**src/hdl/msk_pkg.sv**
```systemverilog
// ---------------------------------------------------------------------------
// msk_pkg
// Types, sizes and codes shared by the min tracking stack modules.
// ---------------------------------------------------------------------------
package msk_pkg;

  localparam int DEPTH      = 256;
  localparam int DATA_WIDTH = 32;
  localparam int WORD_W     = DATA_WIDTH + 2;
  localparam int CNT_W      = $clog2(DEPTH + 1);

  typedef logic signed [DATA_WIDTH-1:0] msk_data_t;
  typedef logic signed [WORD_W-1:0]     msk_word_t;
  typedef logic [CNT_W-1:0]             msk_cnt_t;

  typedef enum logic [1:0] {
    OP_PUSH  = 2'd0,
    OP_POP   = 2'd1,
    OP_QUERY = 2'd2
  } msk_op_t;

  typedef enum logic [1:0] {
    ST_OK    = 2'd0,
    ST_FULL  = 2'd1,
    ST_EMPTY = 2'd2
  } msk_status_t;

  localparam msk_data_t DATA_MAX  = {1'b0, {(DATA_WIDTH-1){1'b1}}};
  localparam msk_data_t DATA_NONE = '1;
  localparam msk_cnt_t  CNT_FULL  = CNT_W'(DEPTH);

  typedef struct packed {
    logic [1:0] opcode;
    msk_data_t  push_value;
  } msk_in_t;

  typedef struct packed {
    msk_data_t   top_value;
    msk_data_t   min_value;
    logic        is_empty;
    msk_cnt_t    entry_count;
    msk_status_t status;
  } msk_out_t;

  // shift control handed to every cell of the chain
  typedef struct packed {
    logic push;
    logic pop;
  } msk_shift_t;

endpackage

```
**src/hdl/msk_cell.sv**
```systemverilog
// ---------------------------------------------------------------------------
// msk_cell
// One stack entry: loads from the neighbor above on push, below on pop.
// ---------------------------------------------------------------------------
module msk_cell (
  input  logic               clk,
  input  msk_pkg::msk_shift_t shift,
  input  msk_pkg::msk_word_t  up_word,
  input  msk_pkg::msk_word_t  down_word,
  output msk_pkg::msk_word_t  word
);
  import msk_pkg::*;

  msk_word_t word_r;

  // entry shifts toward the bottom on push, toward the top on pop
  always_ff @(posedge clk) begin
    if (shift.push) begin
      word_r <= up_word;
    end else if (shift.pop) begin
      word_r <= down_word;
    end
  end

  assign word = word_r;

endmodule

```
**config.mk**
```make
export PLATFORM = sky130hd
export DESIGN_NAME = msk_cell
export DESIGN_NICKNAME = d
export VERILOG_FILES = /design/src/hdl/msk_pkg.sv /design/src/hdl/msk_cell.sv
export SDC_FILE = /design/constraint.sdc
export NUM_CORES = 1
export LEC_CHECK = 0
export BUFFER_PORTS_ARGS = -buffer_cell sky130_fd_sc_hd__buf_2
export CORE_AREA = 4 4 80 60
export CTS_CLUSTER_SIZE = 40
export DETAILED_ROUTE_END_ITERATION = 16
export DIE_AREA = 0 0 84 64
export PLACE_DENSITY = 0.78
export SYNTH_ARGS = -nofsm -noshare
export SYNTH_HDL_FRONTEND = slang
export SYNTH_SLANG_ARGS = --single-unit
```
**constraint.sdc**
```tcl
create_clock -name clk -period 2.45 [get_ports clk]
set_input_delay 0.3675 -clock clk [delete_from_list [all_inputs] [get_ports clk]]
set_output_delay 0.3675 -clock clk [all_outputs]
set_load 0.02 [all_outputs]
```
==> results of run 1 <==
metal layers:
| layer | routed length (microns) | global-route usage (%) | vias up |
|---|---|---|---|
| li1 | - | - | 503 |
| met1 | 1330 | 14.3 | 485 |
| met2 | 1690 | 22.0 | 60 |
| met3 | 400 | 6.83 | 8 |
| met4 | 58 | 6.02 | 0 |
| met5 | 0 | 0 | - |
per-stage QoR:
step	std cells	hold slack (ps)	worst slack [ps]	util (%)	power, mW
2_1_floorplan	73	585	612	-	0.930
3_3_place_gp	231	668	1030	52.2	1.04
3_5_place_dp	231	672	1010	52.2	1.05
4_1_cts	239	376	1240	54.2	1.44
5_1_grt	239	371	1200	54.2	1.48
6_report	239	388	1260	54.2	1.42
cell usage after synthesis:
master	instances	area, sq um
buf_6	1	11.3
buf_12	3	60.1
mux2_4	29	435
or2_1	1	6.26
edfxtp_1	34	1020
mux2_2	5	56.3
final cells by class:
class	count	share of cell area, %
repair buffers	107	25.0
clock buffers	6	3.26
well taps	55	3.09
flip-flops and latches	34	45.9
clock inverters	2	0.394
multi-input cells	35	22.4
power groups by stage:
stage	Sequential [mW]	Clock [mW]	Combinational [mW]
after global routing	0.735	0.421	0.328
final	0.728	0.381	0.307
after global placement	0.740	0	0.304
after CTS	0.729	0.397	0.312
after floorplan	0.829	0	0.100
after detailed placement	0.741	0	0.312
path summary, 6_finish.rpt:
kind / endpoint / depth (start not counted)
max: word[27] / 1
min: word[20] / 2
cells by family after synthesis:
logic type / Yosys count
buf+inv: 4
simple gates: 1
mux: 34
flops: 34
==> summary.md, run 1 <==
| Metric | Value |
|---|---|
| Outcome | `finished clean` |
| CP Data Required Time | `2080 ps` |
| Synth Area in Compound Gates | `0%` |
| Post-synthesis mux area share | `a little under a third` |
| Cell Area, Synth | `0.00159 sq mm` |
| CP bufs+invs | `1` |
| Commonest cells after routing, fill and taps aside | `buf_2, edfxtp_1, mux2_4` |
| Root Buffer | `clkbuf_8` |
| Core area | `about 0.0041 sq mm` |
| Slowest stage cell on the critical path | `edfxtp_1` |
| Max VDD drop | `367 uV` |
| Max-slew violations | `0` |
| Tcrit/Tclk final | `48.7%` |
| Max FFs per register | `34` |
| Setup TNS | `0 ps` |
| Clock-pin slew of the registers on the worst-case setup and hold paths | `roughly 70 ps` |
| Yosys cell types | `6` |
| Worst path arrival time | `roughly 820 ps` |
| First-pass GRT wire length | `5260 microns` |
| Post-Route WL | `3470 microns` |
| Worst hold path type | `in2reg` |
| RSZ-0062 raised after global routing | `no` |
| Setup Crit Path Kind | `reg2out` |
| Final min period | `1190 ps` |
| Simple-Gate Fraction of Synth Area | `less than 1%` |
| Starting density of the core | `about two fifths` |
| Number of buffers added on ports | `approximately 100` |
| Sequential cell area | `0.00102 sq mm` |
| Maximum clock path buffer count | `2` |
| Slew HR | `70.0%` |
| Synth Area in XOR/XNOR | `0%` |
| Delay-heaviest family, CP | `flip-flops` |
| Diode count | `0` |
| Worst setup EP type | `primary output` |
| Fmax | `around 840 MHz` |
| Width of the chip | `around 84 microns` |
| Worst Max-Slew Pin Slew | `450 ps` |
| Detailed Route Iter0 Violations | `58` |
| CTS sink count | `34` |
| Layout cells sized above 1 | `around four fifths` |
| Syn_area_per_cell | `21.8 sq um` |
| Via count | `between 1,000 and 1,500` |
| Largest net degree at the start of global routing | `27` |
| Gr usage total | `between 10% and 20%` |
| Vias in the first global route | `1,095` |
| Placer congestion estimate | `0.644` |
| Yosys reg bits | `34` |
| Post-CTS Hold Buffers | `0` |
| H-tree levels | `2` |
| Drt pass-1 iters | `2` |
| Via/cell ratio | `4.42` |
| Clock power frac | `26.9%` |
| Worst path cell trace | `buf_2` |
| Hpwl dp | `~2800 microns` |
| Overall die height | `around 64 microns` |
| Die ar. | `around 0.0054 sq mm` |
| Fillers | `370` |
| ANT nets after route | `0` |
| CTS Buf Count | `5` |
| Adder and majority cell fraction of the synthesized area | `0%` |
| Combinational share of power | `a little over a fifth` |
| Sequential share of power | `between 50% and 60%` |
| Placement Rows | `20` |
| CP max stage delay | `380 ps` |
| Worst-path fanout max | `1` |
| WL/cell | `roughly 15 microns` |
| Initial antenna violation count | `0` |
| Multi-input gate area | `498 sq um` |
| Power density over the cells | `636 mW/mm^2` |
| # nets final | `~250` |
| Largest family of logic cells by synthesized area | `multiplexers` |
| Cells after synthesis | `73` |
| Internal power | `1.06 mW` |
| Area Overhead vs Synth | `39.9%` |
| Ys Warns | `0` |
| HP Start | `down_word[20]` |
| Setup bufs post-CTS | `0` |
| Switching pwr | `between 0.3 and 0.4 mW` |
| Final hold violation count | `0` |
| Ports | `105` |
| Net count after synthesis | `approximately 140` |
| Net Sw Frac | `25.4%` |
| Leading cell type in the layout, fill and taps excluded | `buf_2` |
| CTS tree | `built` |
| Placed inst area | `0.00214 sq mm` |
| CP startpoint kind | `flip-flop` |
| Worst Setup SP | `word[27]` |
| # setup viols final | `0` |
| CTS resizes | `0` |
| Grt ovf | `0` |
| Sequential share of the synthesized area | `around 64%` |
| DRC errors left | `0` |
| Maxcap violations | `0` |
| Design Area, Final | `0.00222 sq mm` |
| Leakage power total | `1.08 nW` |
Note: power is estimated with default switching activity, not from simulation.
==> run 2: changes to the inputs <==
clock period = 1.1 ns   (was 2.45 ns; I/O delays follow)
==> run 2 against run 1 <==
Net effect:
- sequential power rose by 120%
- cell area rose by 0.45%
- critical path type unchanged
- largest power group unchanged
- combinational power rose by 120%
==> summary.md, run 2 (synthesis gave the netlist of run 1 again) <==
| Metric | Value |
|---|---|
| Max FFs per register | `34 (unchanged)` |
| Width of the chip | `84 microns (unchanged)` |
| Clock-pin slew of the registers on the worst-case setup and hold paths | `70 ps (about the same)` |
| Leading cell type in the layout, fill and taps excluded | `buf_2 (unchanged)` |
| Leakage power total | `1.08 nW (about the same)` |
| ANT nets after route | `0 (unchanged)` |
| CTS Buf Count | `5 (unchanged)` |
| Via/cell ratio | `4.35 (was 4.42)` |
| Final hold violation count | `0 (unchanged)` |
| Root Buffer | `clkbuf_8 (unchanged)` |
| Layout cells sized above 1 | `80.5% (was 79.9%)` |
| Commonest cells after routing, fill and taps aside | `buf_2, edfxtp_1, mux2_4 (unchanged)` |
| Number of buffers added on ports | `104 (unchanged)` |
| Max VDD drop | `773 uV (was 367 uV)` |
| Worst Hold End | `word[20] (unchanged)` |
| Max-slew violations | `0 (unchanged)` |
| Hpwl dp | `2670 microns (was 2790 microns)` |
| Ports | `105 (unchanged)` |
| # setup viols final | `0 (unchanged)` |
| Setup ws final | `97.0 ps (was 1260 ps)` |
| Slowest stage cell on the critical path | `edfxtp_1 (unchanged)` |
| Starting density of the core | `38.7% (unchanged)` |
| Outcome | `finished clean (unchanged)` |
| Worst path arrival time | `840 ps (was 820 ps)` |
| Worst-path fanout max | `1 (unchanged)` |
| Overall die height | `64 microns (unchanged)` |
| H-tree levels | `2 (unchanged)` |
| Tcrit/Tclk final | `91.2%` |
| Worst Max-Slew Pin Slew | `455 ps (was 450 ps)` |
| Die ar. | `0.00538 sq mm (unchanged)` |
| Delay-heaviest family, CP | `flip-flops (unchanged)` |
| Setup Crit Path Kind | `reg2out (unchanged)` |
| Fmax | `997 MHz` |
| Hold Path Cell Cnt | `2 (unchanged)` |
| Detailed Route Iter0 Violations | `17 (was 58)` |
| Area Overhead vs Synth | `40.5% (was 39.9%)` |
| Worst setup EP type | `primary output (unchanged)` |
| CTS sink count | `34 (unchanged)` |
| Post-layout util | `54.5% (was 54.2%)` |
| Grt ovf | `0 (unchanged)` |
| Diode count | `0 (unchanged)` |
| Gr usage total | `12.8% (was 13.3%)` |
| Worst hold path type | `in2reg (unchanged)` |
| Post-CTS Hold Buffers | `0 (unchanged)` |
| # nets final | `255 (was 254)` |
| Initial antenna violation count | `0 (unchanged)` |
| Setup bufs post-CTS | `0 (unchanged)` |
| CTS tree | `built (unchanged)` |
| CP startpoint kind | `flip-flop (unchanged)` |
| First-pass GRT wire length | `5180 microns (was 5260 microns)` |
| Placer congestion estimate | `0.740 (was 0.644)` |
| Power density over the cells | `1410 mW/mm^2 (was 636 mW/mm^2)` |
| CTS resizes | `0 (unchanged)` |
| Final min period | `1000 ps` |
| Post-Route WL | `3300 microns (was 3470 microns)` |
| HP Start | `up_word[20] (was down_word[20])` |
| RSZ-0062 raised after global routing | `no (unchanged)` |
| Worst path cell trace | `buf_2 (unchanged)` |
| CP bufs+invs | `1 (unchanged)` |
| Core area | `0.00410 sq mm (unchanged)` |
| Slew HR | `69.7% (was 70.0%)` |
| Maxcap violations | `0 (unchanged)` |
| Vias in the first global route | `1,100 (was 1,095)` |
| Maximum clock path buffer count | `2 (unchanged)` |
| Largest net degree at the start of global routing | `35 (was 27)` |
| Placement Rows | `20 (unchanged)` |
| CP max stage delay | `380 ps (about the same)` |
| Fillers | `359 (was 370)` |
| Drt pass-1 iters | `3 (was 2)` |
| Via count | `1,043 (was 1,056)` |
| Pre-CTS WS | `-71.7 ps (was 1010 ps)` |
| WL/cell | `13.8 microns (was 14.5 microns)` |
| CP Data Required Time | `940 ps (was 2080 ps)` |
| DRC errors left | `0 (unchanged)` |
-- run 2: changes by cell type in the layout (fill, tap and decap cells not counted), sizes merged --
cell | before | now
buf | 107 | 108
-- run 2: worst max path at each step --
| stage | start | endpoint | cells past startpoint |
|---|---|---|---|
| 2_1_floorplan | shift[1] | word[0] | 3 |
| 3_3_place_gp | shift[1] | word[14] | 2 |
| 3_5_place_dp | shift[1] | word[14] | 2 |
| 4_1_cts | word[31] | word[31] | 1 |
| 5_1_grt | word[31] | word[31] | 1 |
| 6_report | word[31] | word[31] | 1 |
-- run 2: power by group --
part / switching [mW] / total [mW] / internal [mW] / leakage (nW)
sequential: 0.0317 / 1.62 / 1.59 / 0.346
clock: 0.420 / 0.854 / 0.435 / 0.0426
combinational: 0.352 / 0.683 / 0.331 / 0.694
-- run 2: through the flow --
step / hold WS [ps] / area, sq um / power [mW] / TNS (ps) / cells
floorplan: 382 / 1600 / 2.08 / 0 / 73
global placement: 467 / 2150 / 2.33 / -1700 / 232
detailed placement: 468 / 2150 / 2.35 / -2960 / 232
CTS: 174 / 2230 / 3.21 / 0 / 240
global route: 169 / 2230 / 3.31 / 0 / 240
finish: 184 / 2230 / 3.16 / 0 / 240
-- run 2: area by class of cell --
cell class | count | area, sq um | share of cell area (%)
Clock inverter | 2 | 8.76 | 0.392
Timing Repair Buffer | 108 | 563 | 25.2
Clock buffer | 6 | 72.6 | 3.25
Multi-Input combinational cell | 35 | 500 | 22.4
Sequential cell | 34 | 1020 | 45.7
Tap cell | 55 | 68.8 | 3.08
-- run 2: metal layers --
layer,GRT usage [%],share of wire (%),vias to the layer above
met5,0,0,-
met4,5.42,0.70,0
met2,20.0,47,65
met3,7.22,14,3
li1,-,-,504
met1,14.5,39,471
