## src/hdl/msk_pkg.sv

```systemverilog
// ---------------------------------------------------------------------------
// msk_pkg
// Types, sizes and codes shared by the min tracking stack modules.
// ---------------------------------------------------------------------------
package msk_pkg;

  localparam int DEPTH      = 256;
  localparam int DATA_WIDTH = 32;
  localparam int WORD_W     = DATA_WIDTH + 2;
  localparam int CNT_W      = $clog2(DEPTH + 1);

  typedef logic signed [DATA_WIDTH-1:0] msk_data_t;
  typedef logic signed [WORD_W-1:0]     msk_word_t;
  typedef logic [CNT_W-1:0]             msk_cnt_t;

  typedef enum logic [1:0] {
    OP_PUSH  = 2'd0,
    OP_POP   = 2'd1,
    OP_QUERY = 2'd2
  } msk_op_t;

  typedef enum logic [1:0] {
    ST_OK    = 2'd0,
    ST_FULL  = 2'd1,
    ST_EMPTY = 2'd2
  } msk_status_t;

  localparam msk_data_t DATA_MAX  = {1'b0, {(DATA_WIDTH-1){1'b1}}};
  localparam msk_data_t DATA_NONE = '1;
  localparam msk_cnt_t  CNT_FULL  = CNT_W'(DEPTH);

  typedef struct packed {
    logic [1:0] opcode;
    msk_data_t  push_value;
  } msk_in_t;

  typedef struct packed {
    msk_data_t   top_value;
    msk_data_t   min_value;
    logic        is_empty;
    msk_cnt_t    entry_count;
    msk_status_t status;
  } msk_out_t;

  // shift control handed to every cell of the chain
  typedef struct packed {
    logic push;
    logic pop;
  } msk_shift_t;

endpackage

```

## src/hdl/msk_ctrl.sv

```systemverilog
// ---------------------------------------------------------------------------
// msk_ctrl
// Count, running minimum, word encoding and result formatting.
// ---------------------------------------------------------------------------
module msk_ctrl (
  input  logic               clk,
  input  logic               rst_n,
  input  logic               accept,
  input  msk_pkg::msk_in_t   in_item,
  input  msk_pkg::msk_word_t top_word,
  output msk_pkg::msk_shift_t shift,
  output msk_pkg::msk_word_t new_word,
  output logic               out_valid,
  output msk_pkg::msk_out_t  out_item
);
  import msk_pkg::*;

  msk_cnt_t    count_r, count_nxt;
  msk_data_t   min_r, min_nxt;
  msk_status_t status_r, status_nxt;
  logic        valid_r;

  msk_word_t   x_word;
  msk_word_t   min_word;
  msk_word_t   enc_word;
  msk_word_t   restore_word;

  // widened operands for the encode and restore arithmetic
  assign x_word       = WORD_W'(in_item.push_value);
  assign min_word     = WORD_W'(min_r);
  assign enc_word     = (x_word <<< 1) - min_word;
  assign restore_word = (min_word <<< 1) - top_word;

  // next state for the operation
  always_comb begin
    count_nxt  = count_r;
    min_nxt    = min_r;
    status_nxt = ST_OK;
    shift      = '0;
    new_word   = x_word;
    if (accept) begin
      unique case (in_item.opcode)
        OP_PUSH: begin
          if (count_r == CNT_FULL) begin
            status_nxt = ST_FULL;
          end else begin
            shift.push = 1'b1;
            count_nxt  = count_r + 1'b1;
            if (count_r == '0) begin
              min_nxt = in_item.push_value;
            end else if (x_word <= min_word) begin
              new_word = enc_word;
              min_nxt  = in_item.push_value;
            end
          end
        end
        OP_POP: begin
          if (count_r == '0) begin
            status_nxt = ST_EMPTY;
          end else begin
            shift.pop = 1'b1;
            count_nxt = count_r - 1'b1;
            if (top_word < min_word) begin
              min_nxt = restore_word[DATA_WIDTH-1:0];
            end
          end
        end
        default: begin
        end
      endcase
    end
  end

  // state and result strobe
  always_ff @(posedge clk) begin
    if (!rst_n) begin
      count_r  <= '0;
      min_r    <= DATA_MAX;
      status_r <= ST_OK;
      valid_r  <= 1'b0;
    end else begin
      count_r  <= count_nxt;
      min_r    <= min_nxt;
      valid_r  <= accept;
      if (accept) begin
        status_r <= status_nxt;
      end
    end
  end

  // result decoded from the updated state: top is the larger of word and min, all ones when empty
  always_comb begin
    out_item.entry_count = count_r;
    out_item.status      = status_r;
    if (count_r == '0) begin
      out_item.top_value = DATA_NONE;
      out_item.min_value = DATA_NONE;
      out_item.is_empty  = 1'b1;
    end else begin
      out_item.top_value = (top_word > min_word) ? top_word[DATA_WIDTH-1:0] : min_r;
      out_item.min_value = min_r;
      out_item.is_empty  = 1'b0;
    end
  end

  assign out_valid = valid_r;

endmodule

```

## config.mk

```make
export PLATFORM = sky130hd
export DESIGN_NAME = msk_ctrl
export DESIGN_NICKNAME = d
export VERILOG_FILES = /design/src/hdl/msk_pkg.sv /design/src/hdl/msk_ctrl.sv
export SDC_FILE = /design/constraint.sdc
export NUM_CORES = 1
export LEC_CHECK = 0
export ABC_AREA = 0
export BUFFER_PORTS_ARGS = -buffer_cell sky130_fd_sc_hd__clkbuf_2
export CELL_PAD_IN_SITES_DETAIL_PLACEMENT = 1
export CELL_PAD_IN_SITES_GLOBAL_PLACEMENT = 1
export CORE_AREA = 2 2 143 145
export DETAILED_ROUTE_END_ITERATION = 10
export DIE_AREA = 0 0 145 147
export HOLD_SLACK_MARGIN = 0.03
export PLACE_DENSITY = 0.82
export SLEW_MARGIN = 20
export SYNTH_ARGS = -nofsm -noshare
export SYNTH_HDL_FRONTEND = slang
export SYNTH_SLANG_ARGS = --single-unit
```

## constraint.sdc

```tcl
create_clock -name clk -period 3.7 [get_ports clk]
set_input_delay 0.37 -clock clk [delete_from_list [all_inputs] [get_ports clk]]
set_output_delay 0.37 -clock clk [all_outputs]
set_load 0.02 [all_outputs]
```

==> results.toml, run 1 <==
[run_status]
status = "completed"

[place]
io_buffers = 183
gp_congestion = 0.939
dp_cells = 1596
hpwl_um = 26300

[setup_path]
r2r_start = "min_r[29]"
cp_num_cells = 13
cp_slowest_cell = "or4_1"
crit_chain = "inv_1 -> ha_1 -> nor2b_1 -> o211ai_1 -> a2111oi_1 -> buf_4 -> or4_1 -> a21oi_2 -> nor3_2 -> or3_4 -> buf_6 -> o21ai_0 -> clkbuf_2"
critPathMaxFanout = 15
cp_top_family = "simple AND/OR/NAND/NOR gates"
crit_arrival_ns = 3.33
worst_r2r_path_depth = 16
r2r-end = "min_r[15]"
cp_num_buf_inv = 4
endpoint_kind = "output port"
cp-startpoint = "min_r[1]"
critPathLaunchType = "register"
slowest_delay_ns = 0.44
critPathCapture = "new_word[22]"
reg2reg_slack_ns = 0.17
critical_path_class = "reg -> out"
crit_required_ns = 3.33

[cells_and_area]
nNetsFinal = 1559
fillCellCount = 2617
final_cells = 1622
drive_gt1_share_pct = 27.0
syn2layout_area_growth_pct = 30.9
diodes = 0

[sta]
post-route-min-period_ns = 3.70
slew_viol_final = 0
skew_ns = 0.00761
tightest_slew_ns = 0.549
max-slew-margin-rel_pct = 63.4
timing.fmax_mhz = 270
holdWs_ns = 0.400
finalHoldViolCount = 0
period_share_pct = 100
setup_viol = 0
rsz0062_at_grt = "true"
final.setup.tns_ns = 0

[job]
cap_viol_max_count = 0

[clocking]
cts.clk_slew.worst_paths_ns = 0.07
cts_tree = "done"
ctsHtreeMaxLevel = 2
numCtsBuffers = 5
clockRootBuffer = "clkbuf_16"
hold_buffers = 0
max-clock-path-buffers = 2
cts_num_sinks = 44
clk_latency_ns = 0.29

[yosys]
synthDistinctLibCells = 73
netlist_top_cells_area = "ha_1 21%, dfxtp_1 11%, nand2_1 8.9%"
synth_seq_cells = 44
yosysWarnings = 0
ys_seq_area_share_pct = 11.3
syn_nets = 1313
synthCells = 1105
synth_top_cell_by_area = "ha_1"
synth.most_common_cell = "nand2_1"
synth_edf_count = 0
syn_avg_cell_area_um2 = 7.07
netlist_top_cells_count = "186 x nand2_1, 134 x ha_1, 91 x a21oi_1"
yosysTopAreaCellShare_pct = 21.5
synthArstFlopShare_pct = 0
syn-cell-area_um2 = 7810
synth-main-ff-cell = "dfxtp_1"

[power_and_ir_drop]
comb_power_share_pct = 69.3
clockPowerShare_pct = 14.8
ir_worst_vdd_mv = 0.224
p_seq_share_pct = 15.9
p_int_uw = 1770
leakage_uw = 0.00502
netSwitchingFraction_pct = 49.3
power.density_nw_per_um2 = 341
total_power_uw = 3480
switching_power_uw = 1720

[global_routing]
grt_pass1_vias = 9429
grt_use_met3_pct = 3.54
grt_pass1_wl_um = 50400
grt_usage_pct = 29.2
grt_use_met2_pct = 47.5
top_usage_layer = "met2"
overflow = 0
grt_max_degree = 47
grt_util_met1_pct = 41.6
antenna_found_initial = 0

[min_path]
hold_class = "in -> reg"

[drt]
drcViolationCount = 0
drtIter0Drc = 572
wl_um = 33500
wl_per_cell_um = 20.7
antenna_left = 0
dr_total_vias = 9549
vias_per_cell = 5.89
first_pass_iters = 4

[floorplanning]
die_h_um = 147
dieArea_um2 = 21300
initial_core_util_pct = 39.4
die-width_um = 145
boundaryPins = 184
coreArea_um2 = 19800
core.rowCount = 52
## layer usage
metal	part of all wire, %	vias up
li1	-	4524
met1	47	4675
met2	46	306
met3	5.5	44
met4	1.8	0
met5	0	-
## cells by family after synthesis
family                   share of synthesized area (%)
XOR/XNOR                                          6.84
multiplexers                                      1.06
buffers and inverters                             6.78
AND/OR/NAND/NOR                                   20.5
flip-flops                                        11.3
AO/OA/AOI/OAI                                     31.4
adder cells (fa/ha/maj)                           22.2
## state kept, by name (all words and copies together) (netlist names)
name / cells
count_r: 9
min_r: 32
out_valid: 1
status_r: 2
## worst register-to-register path, stage by stage, from the launching register on
cell and delay, ns:
dfxtp_2 0.35, inv_1 0.07, buf_4 0.17, ha_1 0.29, nand4_1 0.16, or3_4 0.41
or2_4 0.25, o31ai_4 0.22, a211oi_2 0.10, buf_4 0.17, mux2i_2 0.18, buf_4 0.16
a311oi_4 0.24, buf_4 0.19, buf_12 0.20, o211ai_1 0.14, o211ai_1 0.14
## worst min path at each step
| stage | from | end | slack (ns) | cells after the start |
|---|---|---|---|---|
| CTS | accept | out_valid | 0.41 | 2 |
| floorplan | min_r[26] | min_r[26] | 0.48 | 1 |
| global placement | status_r[1] | status_r[1] | 0.46 | 2 |
| detailed placement | status_r[1] | status_r[1] | 0.47 | 2 |
| global route | accept | status_r[1] | 0.43 | 3 |
| finish | accept | out_valid | 0.40 | 2 |
## power by group through the flow
stage	Sequential [uW]	Combinational, uW	Clock [uW]
3_5_place_dp	559	2140	0
4_1_cts	549	2180	518
2_1_floorplan	555	1400	0
6_report	554	2410	515
5_1_grt	558	2600	538
3_3_place_gp	556	2080	0
## cells in the final DEF (no fill, tap or decap), drive strengths merged, types with 7 or more instances in the layout
master	instances
nor2	53
and2	8
xor2	27
nor3	20
a211oi	17
xnor2	34
buf	131
nand3	14
a21o	23
nand4	18
dfxtp	44
clkbuf	157
o21a	8
or4	7
inv	88
o21bai	7
nand2	186
a21oi	93
o211ai	61
ha	134
nor2b	8
a31oi	16
o21ai	84
nand2b	15
## through the flow
stage | util, % | setup slack, ns | cell area [um^2]
floorplan | - | 0.330 | 7810
global placement | 48.1 | -0.0838 | 9540
detailed placement | 48.1 | -0.0735 | 9540
CTS | 49.4 | 0.00778 | 9810
global route | 51.5 | -0.157 | 10200
finish | 51.5 | 0.000977 | 10200
## repair_timing
item                                    in CTS  in global routing
buffers inserted                             5                 10
pin swaps                                    7                 23
cloned                                       0                  3
gates resized for setup                     22                109
endpoints found under the setup margin      66                 77
## area by class of cell
cell class              instances  area [um^2]  area share (%)
clock buffers                   6          129            1.26
well taps                     270          338            3.30
clock inverters                 2         35.0           0.343
multi-input cells             928         6660            65.2
inverters                      90          338            3.30
flip-flops and latches         44          892            8.72
repair buffers                282         1830            17.9
(Power assumes the default switching activity.)
==> inputs of run 2 (changes only) <==
==> config.mk (replaced) <==
export PLATFORM = sky130hd
export DESIGN_NAME = msk_ctrl
export DESIGN_NICKNAME = d
export VERILOG_FILES = /design/src/hdl/msk_pkg.sv /design/src/hdl/msk_ctrl.sv
export SDC_FILE = /design/constraint.sdc
export NUM_CORES = 1
export LEC_CHECK = 0
export ABC_AREA = 0
export ABC_CLOCK_PERIOD_IN_PS = 3700
export BUFFER_PORTS_ARGS = -buffer_cell sky130_fd_sc_hd__clkbuf_2
export CORE_AREA = 2 2 122 124
export DETAILED_ROUTE_END_ITERATION = 10
export DIE_AREA = 0 0 124 126
export HOLD_SLACK_MARGIN = 0.03
export PLACE_DENSITY = 0.8
export SLEW_MARGIN = 20
export SYNTH_ARGS = -nofsm -noshare
export SYNTH_HDL_FRONTEND = slang
export SYNTH_SLANG_ARGS = --single-unit
==> run 2 against run 1 <==
Final cell count shrank 7.6%; clock power grew 4.9%; design area shrank 2.8%; sequential power is essentially flat; sequential cell count is the same; first-iteration DRC count grew 69%; die area shrank 27%; setup slack gained 0.035 ns; largest cell class unchanged.
==> results.toml, run 2 (synthesis results as in run 1) <==
[setup_path]
crit_arrival_ns = 3.29
cp_num_buf_inv = 4
critical_path_class = "reg -> out"
crit_chain = "inv_4 -> ha_1 -> and4_4 -> nand4_1 -> or4_4 -> o31ai_4 -> a211oi_2 -> xnor2_2 -> nor2_4 -> buf_12 -> clkbuf_16 -> nand2_1 -> o211ai_1 -> buf_2"
critPathMaxFanout = 9
r2r_start = "min_r[11]"
cp_top_family = "simple AND/OR/NAND/NOR gates"
critPathLaunchType = "register"
reg2reg_slack_ns = 0.35
r2r-end = "min_r[12]"
worst_r2r_path_depth = 12
slowest_delay_ns = 0.61
crit_required_ns = 3.33
endpoint_kind = "output port"
cp_slowest_cell = "or4_4"
cp_num_cells = 14

[min_path]
hold_class = "in -> reg"
hp-start = "accept"
min_to = "out_valid"
worstHoldPathCells = 2

[drt]
dr_total_vias = 9232
drtIter0Drc = 964
vias_per_cell = 6.16
wl_per_cell_um = 18.4
first_pass_iters = 7
wl_um = 27600
drcViolationCount = 0
antenna_left = 0

[power_and_ir_drop]
total_power_uw = 3400
leakage_uw = 0.00484
ir_worst_vdd_mv = 0.187
power.density_nw_per_um2 = 342

[floorplanning]
core.rowCount = 44
initial_core_util_pct = 54.6
die-width_um = 124
boundaryPins = 184
coreArea_um2 = 14300
die_h_um = 126
dieArea_um2 = 15600

[clocking]
clockRootBuffer = "clkbuf_16"
ctsHtreeMaxLevel = 2
max-clock-path-buffers = 2
cts.clk_slew.worst_paths_ns = 0.07
numCtsBuffers = 5
cts_tree = "done"
hold_buffers = 0
cts_num_sinks = 44
clk_latency_ns = 0.31

[sta]
rsz0062_at_grt = "true"
max-slew-margin-rel_pct = 33.8
post-route-min-period_ns = 3.66
setup_viol = 0
period_share_pct = 99.0
timing.fmax_mhz = 273
finalHoldViolCount = 0
skew_ns = 0.00814
tightest_slew_ns = 0.993
slew_viol_final = 0

[place]
gp_congestion = 0.986
io_buffers = 183
hpwl_um = 21200

[cells_and_area]
fillCellCount = 1235
nNetsFinal = 1522
syn2layout_area_growth_pct = 27.3
final_cell_mix = "181 x nand2_1, 146 x clkbuf_2, 118 x ha_1"
largest_register_ffs = 32
final_common_cell = "nand2_1"
diodes = 0
reg_top3 = "min_r: 32 flops, count_r: 9 flops, status_r: 2 flops"
drive_gt1_share_pct = 26.1
top_register = "min_r"
post-route-util_pct = 69.4

[global_routing]
grt_max_degree = 65
grt_pass1_vias = 8203
overflow = 0
antenna_found_initial = 1
grt_usage_pct = 33.7
grt_pass1_wl_um = 41600

[job]
cap_viol_max_count = 0

[run_status]
status = "completed"
run 2: changes by cell type in the layout (fill, tap and decap cells not counted), moves of 4 or more:
| cell | delta |
|---|---|
| buf_6 | -4 |
| a21oi_2 | -4 |
| nand2_1 | -5 |
| o21ai_1 | -6 |
| o21ai_0 | +6 |
| inv_1 | -5 |
| ha_1 | -4 |
| buf_4 | -32 |
| nand2_2 | +5 |
run 2: report_power, final:
group / total, uW / leakage [uW] / internal, uW / switching, uW
Sequential: 551 / 0.000355 / 517 / 34.0
Clock: 540 / 0.0000808 / 319 / 221
Combinational: 2300 / 0.00441 / 917 / 1390
Total: 3400 / 0.00484 / 1750 / 1640
run 2: worst max path at each step:
stage | startpoint | slack (ns) | to
after floorplan | min_r[30] | 0.33 | new_word[2]
after global placement | in_item[31] | 0.11 | new_word[0]
after detailed placement | in_item[31] | 0.07 | new_word[0]
after CTS | min_r[28] | 0.002 | out_item[70]
after global routing | min_r[15] | -0.07 | out_item[62]
final | min_r[14] | 0.04 | out_item[46]
run 2: cell type report:
class / instances / area (um^2) / share of cell area [%]
clock buffer: 6 / 129 / 1.30
multi-input combinational: 928 / 6710 / 67.5
sequential: 44 / 896 / 9.01
clock inverter: 2 / 35.0 / 0.352
timing repair buffer: 245 / 1600 / 16.1
tap: 184 / 230 / 2.32
inverter: 90 / 343 / 3.45
run 2: what timing repair did:
item	4_1_cts	5_1_grt
setup buffers	5	9
endpoints found under the setup margin	63	66
pin swaps	8	26
cloned	2	2
gates resized for setup	25	122
run 2: through the flow:
stage	area [um^2]	cells	setup WS (ns)	TNS, ns	hold slack [ns]
floorplan	7810	1105	0.330	0	0.478
global placement	9160	1473	0.106	0	0.457
detailed placement	9160	1473	0.0675	0	0.472
CTS	9480	1488	0.00199	0	0.366
global route	9940	1499	-0.0712	-1.80	0.411
finish	9940	1499	0.0358	0	0.404
run 2: per-layer routing:
layer,vias to the layer above,routed length (um),part of all wire (%),global-route usage [%]
met2,490,12200,44,52.1
li1,4473,-,-,-
met1,4194,11600,42,48.4
met4,2,881,3.2,9.05
met3,73,2850,10,5.43
met5,-,13,0.047,0
==> inputs of run 3 (changes only) <==
==> constraint.sdc (replaced) <==
create_clock -name clk -period 3.7 [get_ports clk]
set_input_delay 0.37 -clock clk [delete_from_list [all_inputs] [get_ports clk]]
set_output_delay 0.37 -clock clk [all_outputs]
set_load 0.1 [all_outputs]
==> run 3 against run 2 <==
Register-to-register slack worse by 0.27 ns; combinational power is 75% higher; hold slack worse by 0.046 ns; the run now ends with negative setup slack left; sequential power increased by 0.7%; sequential cell count did not move.
==> results.toml, run 3 (synthesis results as in run 1) <==
[drt]
drcViolationCount = 0
wl_um = 31600
drtIter0Drc = 1293
dr_total_vias = 9873
wl_per_cell_um = 20.8
antenna_left = 0
first_pass_iters = 5
vias_per_cell = 6.50

[sta]
max-slew-margin-rel_pct = 51.8
setup_viol = 32
timing.fmax_mhz = 262
post-route-min-period_ns = 3.81
period_share_pct = 103
finalHoldViolCount = 0
layout_setup_ws_ns = -0.112
holdWs_ns = 0.358
rsz0062_at_grt = "true"
skew_ns = 0.00792
slew_viol_final = 0
tightest_slew_ns = 0.705
final.setup.tns_ns = -1.64

[place]
dp_cells = 1480
gp_congestion = 0.992
io_buffers = 183
hpwl_um = 22600

[floorplanning]
dieArea_um2 = 15600
die-width_um = 124
initial_core_util_pct = 54.6
die_h_um = 126
coreArea_um2 = 14300
core.rowCount = 44
boundaryPins = 184

[clocking]
cts_tree = "done"
cts.clk_slew.worst_paths_ns = 0.06
clockRootBuffer = "clkbuf_16"
clk_latency_ns = 0.31
ctsHtreeMaxLevel = 2
max-clock-path-buffers = 2
hold_buffers = 0
numCtsBuffers = 5
cts_num_sinks = 44

[cells_and_area]
final_cells = 1519
nNetsFinal = 1543
final_cell_mix = "184 x nand2_1, 117 x clkbuf_2, 113 x ha_1"
largest_register_ffs = 32
reg_top3 = "min_r: 32 flops, count_r: 9 flops, status_r: 2 flops"
post-route-util_pct = 81.0
syn2layout_area_growth_pct = 48.4
final_common_cell = "nand2_1"
top_register = "min_r"
drive_gt1_share_pct = 31.0
diodes = 0

[setup_path]
r2r-end = "min_r[12]"
worst_r2r_path_depth = 15
critPathMaxFanout = 6
crit_required_ns = 3.33
critical_path_class = "reg -> out"
reg2reg_slack_ns = 0.08
critPathLaunchType = "register"
endpoint_kind = "output port"
r2r_start = "min_r[31]"
crit_arrival_ns = 3.44

[power_and_ir_drop]
netSwitchingFraction_pct = 56.5
comb_power_share_pct = 77.6
switching_power_uw = 2940
p_seq_share_pct = 10.7
clockPowerShare_pct = 11.7
p_int_uw = 2260
leakage_uw = 0.00540
ir_worst_vdd_mv = 0.285
power.density_nw_per_um2 = 448

[job]
cap_viol_max_count = 0

[global_routing]
grt_max_degree = 54
antenna_found_initial = 0
grt_pass1_vias = 8793
grt_pass1_wl_um = 45600
grt_usage_pct = 36.8
overflow = 0

[run_status]
status = "complete, but fails checks"
violations = "negative setup slack"

[min_path]
hp-start = "in_item[31]"
hold_class = "in -> reg"
worstHoldPathCells = 3
min_to = "min_r[31]"
## run 3: cell types whose count changed in the layout (fill, tap and decap cells not counted), sizes merged
cell,before,now
bufinv,1,2
inv,88,86
buf,93,142
clkinvlp,0,1
or3,4,5
clkbuf,157,128
bufbuf,1,0
## run 3: through the flow
step | setup slack [ns] | area (um^2) | power (uW)
floorplan | -0.337 | 8250 | 3120
global placement | 0.0101 | 10600 | 4170
detailed placement | -0.0237 | 10600 | 4220
CTS | -0.00702 | 11000 | 4870
global route | -0.194 | 11600 | 5380
finish | -0.112 | 11600 | 5190
## run 3: layout make-up
| type | instances | area (um^2) |
|---|---|---|
| multi-input cells | 929 | 7220 |
| clock inverters | 2 | 60.1 |
| clock buffers | 5 | 125 |
| inverters | 90 | 357 |
| repair buffers | 265 | 2690 |
| well taps | 184 | 230 |
| fillers | 905 | 2720 |
| flip-flops and latches | 44 | 903 |
## run 3: power by group through the flow
stage	Combinational (uW)	Clock, uW	Sequential, uW
2_1_floorplan	2520	0	602
3_3_place_gp	3620	0	555
3_5_place_dp	3660	0	557
4_1_cts	3720	596	547
5_1_grt	4200	624	559
6_report	4030	608	555
## run 3: metal layers
metal  track usage (%)  wire length [um]
met5                 0                 0
met1              53.0             12600
met4              9.85              1150
met3              5.93              3690
met2              56.5             14200
## run 3: worst max path at each step
| stage | depth (start not counted) | to | startpoint | slack, ns |
|---|---|---|---|---|
| 3_3_place_gp | 11 | new_word[16] | in_item[31] | 0.01 |
| 3_5_place_dp | 11 | new_word[16] | in_item[31] | -0.02 |
| 6_report | 14 | out_item[70] | min_r[31] | -0.11 |
| 2_1_floorplan | 11 | out_item[55] | min_r[16] | -0.34 |
| 5_1_grt | 13 | out_item[70] | min_r[24] | -0.19 |
| 4_1_cts | 13 | out_item[73] | min_r[11] | -0.007 |
## run 3: worst max-delay path, cell delays in order (launching register included)
cell and delay (ns):
dfxtp_2 0.34, inv_2 0.05, buf_6 0.13, ha_4 0.28, nand4_1 0.18, or3_4 0.42
or2_4 0.28, o31ai_4 0.22, a211oi_2 0.09, xnor2_2 0.21, nor2_4 0.07, buf_8 0.16
clkbuf_16 0.16, o211ai_1 0.27, clkbuf_16 0.27
## run 3: what timing repair did
action	CTS	global route
buffers inserted	8	17
setup endpoints to repair	65	70
gates resized for setup	15	87
cloned	1	6
pin swaps	11	27
